## config.mk

```make
export PLATFORM = sky130hd
export DESIGN_NAME = cht_mod
export DESIGN_NICKNAME = d
export VERILOG_FILES = /design/src/rtl/cht_pkg.sv /design/src/rtl/cht_mod.sv
export SDC_FILE = /design/constraint.sdc
export NUM_CORES = 1
export LEC_CHECK = 0
export ABC_AREA = 1
export BUFFER_PORTS_ARGS = -buffer_cell sky130_fd_sc_hd__buf_2
export CORE_UTILIZATION = 55
export CTS_BUF_LIST = sky130_fd_sc_hd__clkbuf_8
export DETAILED_ROUTE_END_ITERATION = 8
export HOLD_SLACK_MARGIN = 0.1
export PLACE_DENSITY_LB_ADDON = 0.05
export RECOVER_POWER = 50
export SYNTH_ARGS = -nofsm -noshare
export SYNTH_HDL_FRONTEND = slang
export SYNTH_SLANG_ARGS = --single-unit
```

## constraint.sdc

```tcl
create_clock -name clk -period 2 [get_ports clk]
set_input_delay 0.1 -clock clk [delete_from_list [all_inputs] [get_ports clk]]
set_output_delay 0.1 -clock clk [all_outputs]
set_load 0.01 [all_outputs]
```

## src/rtl/cht_pkg.sv

```systemverilog
// coalesced hash table shared package
// types, opcode and status codes, default sizes; no dependencies
package cht_pkg;

	localparam int DEF_TABLE_DEPTH  = 256;
	localparam int DEF_KEY_BITS     = 32;
	localparam int DEF_PAYLOAD_BITS = 32;
	localparam int SIZE_W           = 9;
	localparam int OP_W             = 2;
	localparam int ST_W             = 2;
	localparam int IO_W             = 32;

	typedef enum logic [OP_W-1:0] {
		OP_INSERT = 2'd0,
		OP_DELETE = 2'd1,
		OP_SEARCH = 2'd2,
		OP_NONE   = 2'd3
	} op_t;

	typedef enum logic [ST_W-1:0] {
		ST_OK        = 2'd0,
		ST_NOT_FOUND = 2'd1,
		ST_FULL      = 2'd2
	} status_t;

	// control and status handed from the modulo unit back to the sequencer
	typedef struct packed {
		logic start;
		logic busy;
		logic done;
	} mod_ctl_t;

endpackage

```

## src/rtl/cht_mod.sv

```systemverilog
// restoring remainder unit, one quotient bit per cycle
// uses cht_pkg for the control struct
module cht_mod #(
	parameter int KEY_BITS = cht_pkg::DEF_KEY_BITS,
	parameter int SIZE_W   = cht_pkg::SIZE_W
) (
	input  logic                clk,
	input  logic                arst_n,
	input  logic                start,
	input  logic [KEY_BITS-1:0] dividend,
	input  logic [SIZE_W-1:0]   divisor,
	output logic [SIZE_W-1:0]   remainder,
	output cht_pkg::mod_ctl_t   ctl
);

	localparam int CNT_W = $clog2(KEY_BITS + 1);

	logic [KEY_BITS-1:0] shift_q;
	logic [SIZE_W:0]     rem_q;
	logic [SIZE_W-1:0]   div_q;
	logic [CNT_W-1:0]    cnt_q;
	logic                busy_q;
	logic                done_q;
	logic [SIZE_W+1:0]   trial;
	logic [SIZE_W+1:0]   diff;

	assign trial = {rem_q, shift_q[KEY_BITS-1]};
	assign diff  = trial - {2'b00, div_q};

	always_ff @(posedge clk or negedge arst_n) begin
		if (!arst_n) begin
			busy_q <= 1'b0;
			done_q <= 1'b0;
			cnt_q  <= '0;
		end else begin
			done_q <= 1'b0;
			if (start) begin
				busy_q <= 1'b1;
				cnt_q  <= CNT_W'(KEY_BITS);
			end else if (busy_q) begin
				cnt_q <= cnt_q - 1'b1;
				if (cnt_q == CNT_W'(1)) begin
					busy_q <= 1'b0;
					done_q <= 1'b1;
				end
			end
		end
	end

	always_ff @(posedge clk) begin
		if (start) begin
			shift_q <= dividend;
			rem_q   <= '0;
			div_q   <= divisor;
		end else if (busy_q) begin
			shift_q <= shift_q << 1;
			if (!diff[SIZE_W+1]) begin
				rem_q <= diff[SIZE_W:0];
			end else begin
				rem_q <= trial[SIZE_W:0];
			end
		end
	end

	assign remainder = rem_q[SIZE_W-1:0];
	assign ctl.start = start;
	assign ctl.busy  = busy_q;
	assign ctl.done  = done_q;

endmodule

```

-- After elaboration in Yosys (flattened, before gate mapping)
Index checks and enable logic that the tools add are counted.
Widths: inputs -> output; s select.
- add/sub/neg operators: 2
- eq/ne operators: 1
- muxes and demuxes: 11
- reduce and logical (&&, ||, !) cells: 1
- operators with widths (kind ; number):
    $mux 32 ; 2
    $mux 6 ; 2
    $sub 11x9->11 ; 1
    $mux 10 ; 1
    $eq 6x1->1 const B ; 1
    $mux 1 ; 6
    $sub 6x1->6 const B ; 1
    $reduce_bool 2->1 ; 1
- register bits: 59
- input bits: 44
- output and inout bits: 12
- word-level logic and storage cells: 21

-- Logic depth before layout (Yosys ltp)
Gate-level depths: netlist of the first run.
- depth after elaboration: 4
- mapped depth: 14
- gate-level depth less buffers: 14

-- Worst setup path before layout of the first run
OpenSTA, ideal clock, no wires.
- path type: register to register
- from: reg shift_q[31]
- to: reg rem_q[8]
- library setup time: 114 ps
- data arrival time: 1569 ps
- required time: 1886 ps
- slack: 317 ps
- cell stages (with the launch flop): 14
- buffers on the path: 0
- clock period less this slack: 1683 ps
- cell sequence: edfxtp_1 inv_1 ha_1 fa_1 inv_1 nand3_1 nand3_1 nand2_1 nand3_1 nand2_1 inv_1 nand2_1 nand3_1 nand2_1
- cells in the longest elaborated chain, start to end: 2
- ends and longest elaborated chain (element ; line ; RTL):
    start: declaration ; cht_mod.sv:18 ; logic [KEY_BITS-1:0] shift_q;
    start signal: assignment ; cht_mod.sv:52 ; shift_q <= dividend;
    start signal: assignment ; cht_mod.sv:56 ; shift_q <= shift_q << 1;
    $sub 11x9->11 ; cht_mod.sv:28 ; assign diff = trial - {2'b00, div_q};
    $mux 10 ; cht_mod.sv:57 ; if (!diff[SIZE_W+1]) begin
    end signal: assignment ; cht_mod.sv:58 ; rem_q <= diff[SIZE_W:0];
    end signal: assignment ; cht_mod.sv:60 ; rem_q <= trial[SIZE_W:0];
    end: declaration ; cht_mod.sv:19 ; logic [SIZE_W:0] rem_q;
Every way passes these cells.
A chain may end at the register's enable or synchronous reset.

-- Worst setup path after layout of the first run
Same ends and word-level chain as after synthesis.

==> results of run 1 <==
power groups by stage:
stage / sequential, mW / clock (mW) / combinational (mW)
global route: 1.68 / 1.08 / 1.69
floorplan: 1.64 / 0 / 1.17
detailed placement: 1.68 / 0 / 1.41
CTS: 1.65 / 1.03 / 1.50
global placement: 1.67 / 0 / 1.38
finish: 1.66 / 1.02 / 1.49
cells by family after synthesis:
| group | after synthesis |
|---|---|
| simple gates | 218 |
| buf+inv | 62 |
| flops | 59 |
| fa+ha+maj | 12 |
| xor+xnor | 5 |
| compound gates | 18 |
registers in the layout (all words and copies together), names as in the netlist:
signal and cells:
shift_q 32, rem_q 10, div_q 9, cnt_q 6, busy_q 1, done_q 1
critical path, stage by stage, from the launching register on:
cell and delay, ps:
edfxtp_1 320, inv_1 50, ha_1 220, fa_2 370, inv_2 90, nand3_1 80, nand3_1 140, nand2_1 90
nand2_1 80, nand2_1 60, nand2_1 50, inv_1 30, nand2_1 40, nand3_1 60, nand2_1 60
routing by layer:
metal  share of wire, %  up-vias  global-route usage [%]
li1                   -     1356                       -
met1                 45     1197                    31.8
met2                 49       71                    45.4
met3                3.5       20                    4.64
met4                2.7        0                    14.0
met5                  0        -                       0
how the worst min path moves through the flow:
stage | cells after the start | slack [ps] | startpoint | endpoint
floorplan | 0 | -200 | arst_n | busy_q
global placement | 1 | -50 | arst_n | cnt_q[4]
detailed placement | 1 | -50 | arst_n | cnt_q[3]
CTS | 2 | 130 | arst_n | cnt_q[3]
global route | 2 | 260 | arst_n | cnt_q[5]
finish | 2 | 210 | arst_n | cnt_q[3]
cell type report:
cell class              count  area, µm²
clock buffers               9        124
clock inverters             7       55.1
fillers                   405       1300
inverters                  41        154
multi-input cells         253       1190
flip-flops and latches     59       1630
well taps                  70       87.6
repair buffers            103        724
layout by cell type, fill, tap and decap left out, types with 3 or more instances in the layout:
| master | n |
|---|---|
| dlygate4sd3_1 | 43 |
| a21oi_1 | 9 |
| o21ai_0 | 5 |
| buf_4 | 4 |
| dfxtp_1 | 10 |
| xor2_1 | 3 |
| nand2_1 | 171 |
| dfrtp_1 | 8 |
| edfxtp_1 | 41 |
| nand4_1 | 3 |
| nand3_1 | 19 |
| nor2_1 | 14 |
| clkbuf_8 | 9 |
| clkbuf_1 | 13 |
| buf_2 | 42 |
| inv_1 | 41 |
| ha_1 | 11 |
timing repair:
item                                    CTS  global route
hold endpoints to repair                 50             0
hold buffers                             43             0
resized for setup                         0             2
endpoints found under the setup margin    0             2
==> summary.txt, run 1 <==
STA
  • Worst slew pin tran: 707 ps
  • Fmax: 0.551 GHz
  • Final hold slack: 215 ps
  • RSZ-0062 raised after global routing: no
  • Setup violators final: 0
  • Clk_skew: 7.07 ps
  • Setup TNS: 0 ps
  • Fin worst setup slack: 186 ps
  • Final hold violation count: 0
  • Fin. max-slew vios: 0
  • Period minus WS final: 1810 ps
  • Period utilisation layout: between 90% and 100%
  • Max-slew headroom: 52.9%

Floorplan
  • Die Wd: between 70 and 80 µm
  • Die Ht: 77.1 µm
  • Row count: 26
  • I/O Pins: 56
  • CORE AREA: 5270 µm²
  • Die area: 5940 µm²
  • Initial core utilization: 58.8%

Placed design
  • Setup Slack @ Placement: 119 ps
  • Port Buffers: 55
  • RePlAce Congestion: about 0.9
  • HPWL after DPL: 4110 µm
  • Placement Cell Area: 3370 µm²
  • Dpl cells: 483

Detailed routing
  • Vias: 2644
  • DR WL/cell: 13.2 µm
  • Post-route ant nets: 0
  • DRT iter0 DRCs: roughly 150
  • DRT Pass-1 Iters: 6
  • Routed wire length: 7170 µm
  • Drt drc: 0
  • Via density: 4.88

Synth
  • Seq/Total Area, Yosys: a little over half
  • Area share of the largest cell type after synthesis: 39.7%
  • Synth Warn #: 0
  • Synth top area cells: edfxtp_1 40%, nand2_1 21%, dfrtp_1 6.5%
  • Post-synth EDFFs: 41
  • Library cells used by synthesis: 29
  • Compound-Gate Fraction of Synth Area: 3.07%
  • FF+latch count, synth: 59
  • Post-Syn Instances: 374
  • Xor and xnor fraction of the mapped netlist area: 1.41%
  • Largest family of logic cells by synthesized area: simple AND/OR/NAND/NOR gates
  • Cell with the most instances after synthesis: nand2_1
  • Syn_area_per_cell: between 8 and 9 µm²
  • Post-synthesis mux area share: 0%
  • Synth cell count leaders: 171 x nand2_1, 41 x edfxtp_1, 39 x inv_1
  • Area share of fa/ha/maj cells after synthesis: 5.09%
  • Predominant post-synthesis flop cell: edfxtp_1
  • Post-synth ARST share: 13.6%
  • Yosys top cell by area: edfxtp_1
  • Net count after synthesis: between 400 and 500
  • Mapped Area: 3100 µm²
  • Simple-Gate Fraction of Synth Area: 28.8%

Power and ir drop
  • Clk pwr share: 24.5%
  • Maximum vdd drop: 550 µV
  • Pwr per Cell Area: 1050 nW/µm²
  • Switching Share: between 30% and 40%
  • Static leakage: ~2 nW
  • Total power: 4.17 mW
  • P_sw: 1.52 mW
  • Reg power frac: 39.8%
  • Int Pwr: 2.65 mW
  • Combinational Power Share: 35.8%

Clock network
  • Clock latency on the worst-skew pair: between 300 and 400 ps
  • CTS tree: yes
  • # Post-CTS Setup Buffers: 0
  • CTS Sinks: 59
  • Clock Path Buffers: 2
  • CTS root buffer: clkbuf_8
  • Reg clk slew, reported paths: 70 ps
  • Max H-tree Level: 3
  • CTS buffer count: 9

Layout
  • Final Cell Area: 3970 µm²
  • Area growth, synth to finish: 28.0%
  • Ant. Diodes: 0
  • Fin cells: about 540
  • NumNets Final: 523
  • Post-layout util: roughly 75%
  • Layout cells sized above 1: roughly 15%

Critical path
  • Worst Setup Start Kind: flop
  • Worst setup path end: rem_q[8]
  • R2R depth: 14
  • Worst R2R Start: shift_q[31]
  • Reg-to-reg slack, setup: roughly 190 ps
  • WP data arrival: roughly 2100 ps
  • WS Path Type: flop to flop
  • RR Endpoint: rem_q[8]
  • Crit. End Element: flop
  • CP Max Fanout: 3
  • WP data required: 2280 ps
  • Worst setup path start: shift_q[31]

Outcome
  • Status: finished clean

GRT
  • Pin count of the biggest net entering global routing: 43
  • Initial antenna violation count: 0
  • Vias in the first global route: 2666
  • Total grt overflow: 0
  • First-pass GRT wire length: 12000 µm
  • Gr usage total: 26.5%

Job
  • Max Cap Viol: 0

Worst hold path
  • Hold Path Class: input port to asynchronous set/reset pin
Note: power is estimated with default switching activity, not from simulation.
==> inputs of run 2 (changes only) <==
--- a/config.mk
+++ b/config.mk
@@ -7,7 +7,7 @@
 export LEC_CHECK = 0
 export ABC_AREA = 1
 export BUFFER_PORTS_ARGS = -buffer_cell sky130_fd_sc_hd__buf_2
-export CORE_UTILIZATION = 55
+export CORE_UTILIZATION = 50
 export CTS_BUF_LIST = sky130_fd_sc_hd__clkbuf_8
 export DETAILED_ROUTE_END_ITERATION = 8
 export HOLD_SLACK_MARGIN = 0.1
==> constraint.sdc (replaced) <==
create_clock -name clk -period 2.29 [get_ports clk]
set_input_delay 0.1145 -clock clk [delete_from_list [all_inputs] [get_ports clk]]
set_output_delay 0.1145 -clock clk [all_outputs]
set_load 0.01 [all_outputs]
==> summary.txt, run 2 (synthesis results as in run 1) <==
Power and ir drop
  • Maximum vdd drop: around 510 µV
  • Pwr per Cell Area: 936 nW/µm²
  • Combinational Power Share: 34.3%
  • P_sw: 1.31 mW
  • Total power: about 3.7 mW
  • Static leakage: 2.01 nW
  • Int Pwr: about 2.4 mW
  • Switching Share: 35.1%
  • Reg power frac: between 30 and 40%
  • Clk pwr share: approximately 27%

Clock network
  • CTS tree: yes
  • CTS buffer count: 9
  • Max H-tree Level: 3
  • CTS Sinks: 59
  • CTS root buffer: clkbuf_8
  • Reg clk slew, reported paths: around 60 ps
  • Clock Path Buffers: 2
  • # Post-CTS Setup Buffers: 0
  • Clock latency on the worst-skew pair: 330 ps

Layout
  • NumNets Final: around 520
  • Ant. Diodes: 0
  • Max reg flops: 32
  • Regs by FF count: shift_q x32, rem_q x10, div_q x9
  • Most frequent cells in the layout: 171 x nand2_1, 44 x buf_2, 42 x dlygate4sd3_1
  • Post-layout util: 67.1%
  • Most flop-heavy register: shift_q
  • Commonest non-fill, non-tap cell in the layout: nand2_1
  • Filler Cell Count: 517
  • Area growth, synth to finish: 29.0%
  • Layout cells sized above 1: 15.5%

Floorplan
  • I/O Pins: 56
  • Initial core utilization: 52.0%
  • Die Wd: 80.7 µm
  • Die area: 6520 µm²
  • CORE AREA: 5960 µm²
  • Row count: 28
  • Die Ht: 80.7 µm

GRT
  • Gr usage total: between 20 and 25%
  • Vias in the first global route: 2570
  • Initial antenna violation count: 0
  • First-pass GRT wire length: roughly 11000 µm
  • Pin count of the biggest net entering global routing: 38
  • Total grt overflow: 0

Detailed routing
  • Via density: between 4 and 5
  • DRT iter0 DRCs: 118
  • Vias: between 2000 and 3000
  • DRT Pass-1 Iters: 4
  • Drt drc: 0
  • Post-route ant nets: 0
  • DR WL/cell: 12.1 µm
  • Routed wire length: approximately 6600 µm

STA
  • Fin. max-slew vios: 0
  • Period utilisation layout: between 80% and 90%
  • Final hold violation count: 0
  • Period minus WS final: 1880 ps
  • Clk_skew: 6.49 ps
  • Final hold slack: 229 ps
  • Fmax: 0.532 GHz
  • RSZ-0062 raised after global routing: no
  • Setup TNS: 0 ps
  • Setup violators final: 0
  • Max-slew headroom: 27.3%
  • Worst slew pin tran: between 1000 and 1500 ps

Critical path
  • CP Max Fanout: 26
  • Crit. End Element: primary output
  • WS Path Type: input port to primary output
  • WP data arrival: ~1800 ps
  • Worst Setup Start Kind: input port
  • WP data required: 2180 ps

Placed design
  • RePlAce Congestion: 0.908
  • Port Buffers: 55
  • HPWL after DPL: 4150 µm

Worst hold path
  • Hold Path Class: input port to asynchronous set/reset pin

Job
  • Max Cap Viol: 0

Outcome
  • Status: finished clean
run 2: power by group through the flow:
stage | Clock [mW] | Sequential (mW) | Combinational, mW
final | 1.01 | 1.45 | 1.28
after global routing | 1.08 | 1.47 | 1.49
after CTS | 1.04 | 1.45 | 1.29
after detailed placement | 0 | 1.47 | 1.23
after global placement | 0 | 1.46 | 1.21
after floorplan | 0 | 1.44 | 1.02
run 2: critical path: stages:
cell	delay, ps
clkbuf_1	780
clkbuf_2	630
buf_2	240
run 2: path summary, 6_finish.rpt:
path,start,end,slack [ps],cells after the start
setup / recovery,start,ctl[2],410,3
hold / removal,arst_n,cnt_q[3],230,2
setup reg to reg,div_q[0],rem_q[8],430,12
hold reg to reg,cnt_q[5],cnt_q[5],490,1
max in group asynchronous,arst_n,cnt_q[1],1760,2
min in group clk,cnt_q[5],cnt_q[5],490,1
run 2: metrics by stage:
step	worst slack [ps]	cell area, µm²	instances
CTS	423	4020	547
global placement	452	3390	489
global route	210	4000	547
finish	411	4000	547
floorplan	607	3100	374
detailed placement	429	3390	489
run 2: timing repair:
item	in CTS	in global routing
hold endpoints to repair	49	0
setup endpoints to repair	0	0
gates resized for setup	0	0
hold buffers	42	0
run 2: cell type report:
| type | instances | area [µm²] | share of cell area, % |
|---|---|---|---|
| Sequential cell | 59 | 1630 | 40.8 |
| Clock buffer | 9 | 124 | 3.10 |
| Tap cell | 75 | 93.8 | 2.35 |
| Multi-Input combinational cell | 253 | 1190 | 29.7 |
| Inverter | 41 | 154 | 3.85 |
| Timing Repair Buffer | 103 | 722 | 18.1 |
| Clock inverter | 7 | 83.8 | 2.10 |
run 2: layer usage:
layer | vias up | global-route usage, % | routed length [µm]
met5 | - | 0 | 0
met4 | 0 | 9.64 | 108
met3 | 9 | 5.73 | 272
met2 | 57 | 38.1 | 3090
met1 | 1170 | 28.3 | 3150
li1 | 1360 | - | -
==> inputs of run 3 (changes only) <==
==> constraint.sdc (replaced) <==
create_clock -name clk -period 1.95 [get_ports clk]
set_input_delay 0.0975 -clock clk [delete_from_list [all_inputs] [get_ports clk]]
set_output_delay 0.0975 -clock clk [all_outputs]
set_load 0.01 [all_outputs]
==> summary.txt, run 3 (synthesis results as in run 1) <==
STA
  • Fmax: 0.544 GHz
  • Setup violators final: 0
  • Period minus WS final: approximately 1800 ps
  • Max-slew headroom: 27.9%
  • Clk_skew: around 7 ps
  • Final hold violation count: 0
  • Final hold slack: 211 ps
  • Fin worst setup slack: 113 ps
  • Fin. max-slew vios: 0
  • Worst slew pin tran: roughly 1100 ps
  • Period utilisation layout: approximately 94%

Clock network
  • Max H-tree Level: 3
  • CTS buffer count: 9
  • Reg clk slew, reported paths: around 60 ps
  • Clock latency on the worst-skew pair: ~330 ps
  • CTS Sinks: 59
  • Clock Path Buffers: 2
  • CTS tree: yes
  • CTS root buffer: clkbuf_8

Job
  • Max Cap Viol: 0

GRT
  • Gr usage total: 22.9%
  • Vias in the first global route: 2570
  • Total grt overflow: 0
  • Initial antenna violation count: 0
  • Pin count of the biggest net entering global routing: 38
  • First-pass GRT wire length: 11000 µm

Placed design
  • Dpl cells: 489
  • Setup Slack @ Placement: 89.0 ps
  • Port Buffers: 55
  • Placement Cell Area: approximately 3400 µm²
  • RePlAce Congestion: just over 0.9
  • HPWL after DPL: 4150 µm

Floorplan
  • CORE AREA: 5960 µm²
  • Die Ht: 80.7 µm
  • Die Wd: 80.7 µm
  • Die area: 6520 µm²
  • Initial core utilization: 52.0%
  • Row count: 28
  • I/O Pins: 56

Detailed routing
  • Routed wire length: around 6800 µm
  • Post-route ant nets: 0
  • Vias: 2635
  • DRT iter0 DRCs: between 100 and 150
  • Drt drc: 0
  • DRT Pass-1 Iters: 4
  • Via density: 4.80
  • DR WL/cell: 12.4 µm

Power and ir drop
  • Maximum vdd drop: 580 µV
  • Static leakage: between 2 and 2.5 nW
  • Pwr per Cell Area: 1110 nW/µm²

Critical path
  • CP Max Fanout: 26
  • Crit. End Element: primary output
  • WP data required: 1850 ps
  • R2R depth: 10
  • WS Path Type: input port to primary output
  • Worst Setup Start Kind: input port
  • WP data arrival: 1740 ps

Layout
  • Max reg flops: 32
  • Commonest non-fill, non-tap cell in the layout: nand2_1
  • Regs by FF count: shift_q x32, rem_q x10, div_q x9
  • Area growth, synth to finish: 31.6%
  • Fin cells: 549
  • Final Cell Area: 4080 µm²
  • Most frequent cells in the layout: 168 x nand2_1, 46 x buf_2, 42 x dlygate4sd3_1
  • Most flop-heavy register: shift_q
  • Filler Cell Count: 514
  • Ant. Diodes: 0
  • Post-layout util: 68.5%
  • NumNets Final: 525
  • Layout cells sized above 1: 18.4%

Worst hold path
  • Hold Path Class: input port to asynchronous set/reset pin

Outcome
  • Status: finished clean
run 3: cell types whose count changed in the layout (fill, tap and decap cells not counted), moves of 2 or more:
| cell | before | now |
|---|---|---|
| buf_2 | 44 | 46 |
| clkbuf_1 | 11 | 9 |
| ha_1 | 11 | 8 |
| ha_4 | 0 | 3 |
| nand2_1 | 171 | 168 |
| nand2_2 | 2 | 6 |
run 3: area by class of cell:
type / count / area [µm²] / area share (%)
inverter: 41 / 154 / 3.77
sequential: 59 / 1630 / 40.0
multi-input combinational: 254 / 1260 / 30.9
timing repair buffer: 104 / 732 / 18.0
clock inverter: 7 / 83.8 / 2.06
tap: 75 / 93.8 / 2.30
clock buffer: 9 / 124 / 3.04
run 3: worst paths after layout:
check,slack (ps),end,from
max,110,ctl[2],start
min,210,cnt_q[4],arst_n
max reg2reg,140,rem_q[1],div_q[7]
min reg2reg,490,rem_q[6],rem_q[6]
max in group asynchronous,1440,cnt_q[1],arst_n
min in group clk,470,div_q[1],divisor[1]
run 3: through the flow:
step                      power (mW)  TNS (ps)
after floorplan                 2.89         0
after global placement          3.14         0
after detailed placement        3.17         0
after CTS                       4.44         0
after global routing            4.89     -19.6
final                           4.54         0
run 3: worst max-delay path: stages:
cell and delay (ps):
clkbuf_1 770, clkbuf_2 630, buf_2 240
run 3: what timing repair did:
| action | in CTS | in global routing |
|---|---|---|
| setup buffers | 0 | 1 |
| gates resized for setup | 0 | 13 |
| endpoints found under the setup margin | 0 | 9 |
| hold buffers | 42 | 0 |
| hold endpoints to repair | 49 | 0 |
run 3: per-layer routing:
metal / up-vias / routed length [µm] / track usage (%)
met4: 0 / 108 / 9.64
met2: 56 / 3190 / 38.1
li1: 1362 / - / -
met1: 1208 / 3200 / 28.3
met5: - / 0 / 0
met3: 9 / 289 / 5.73
run 3: power breakdown:
group          switching (mW)  total [mW]  internal, mW
Combinational           0.974        1.64         0.662
Sequential              0.151        1.71          1.56
Clock                   0.490        1.19         0.704
Total                    1.61        4.54          2.92
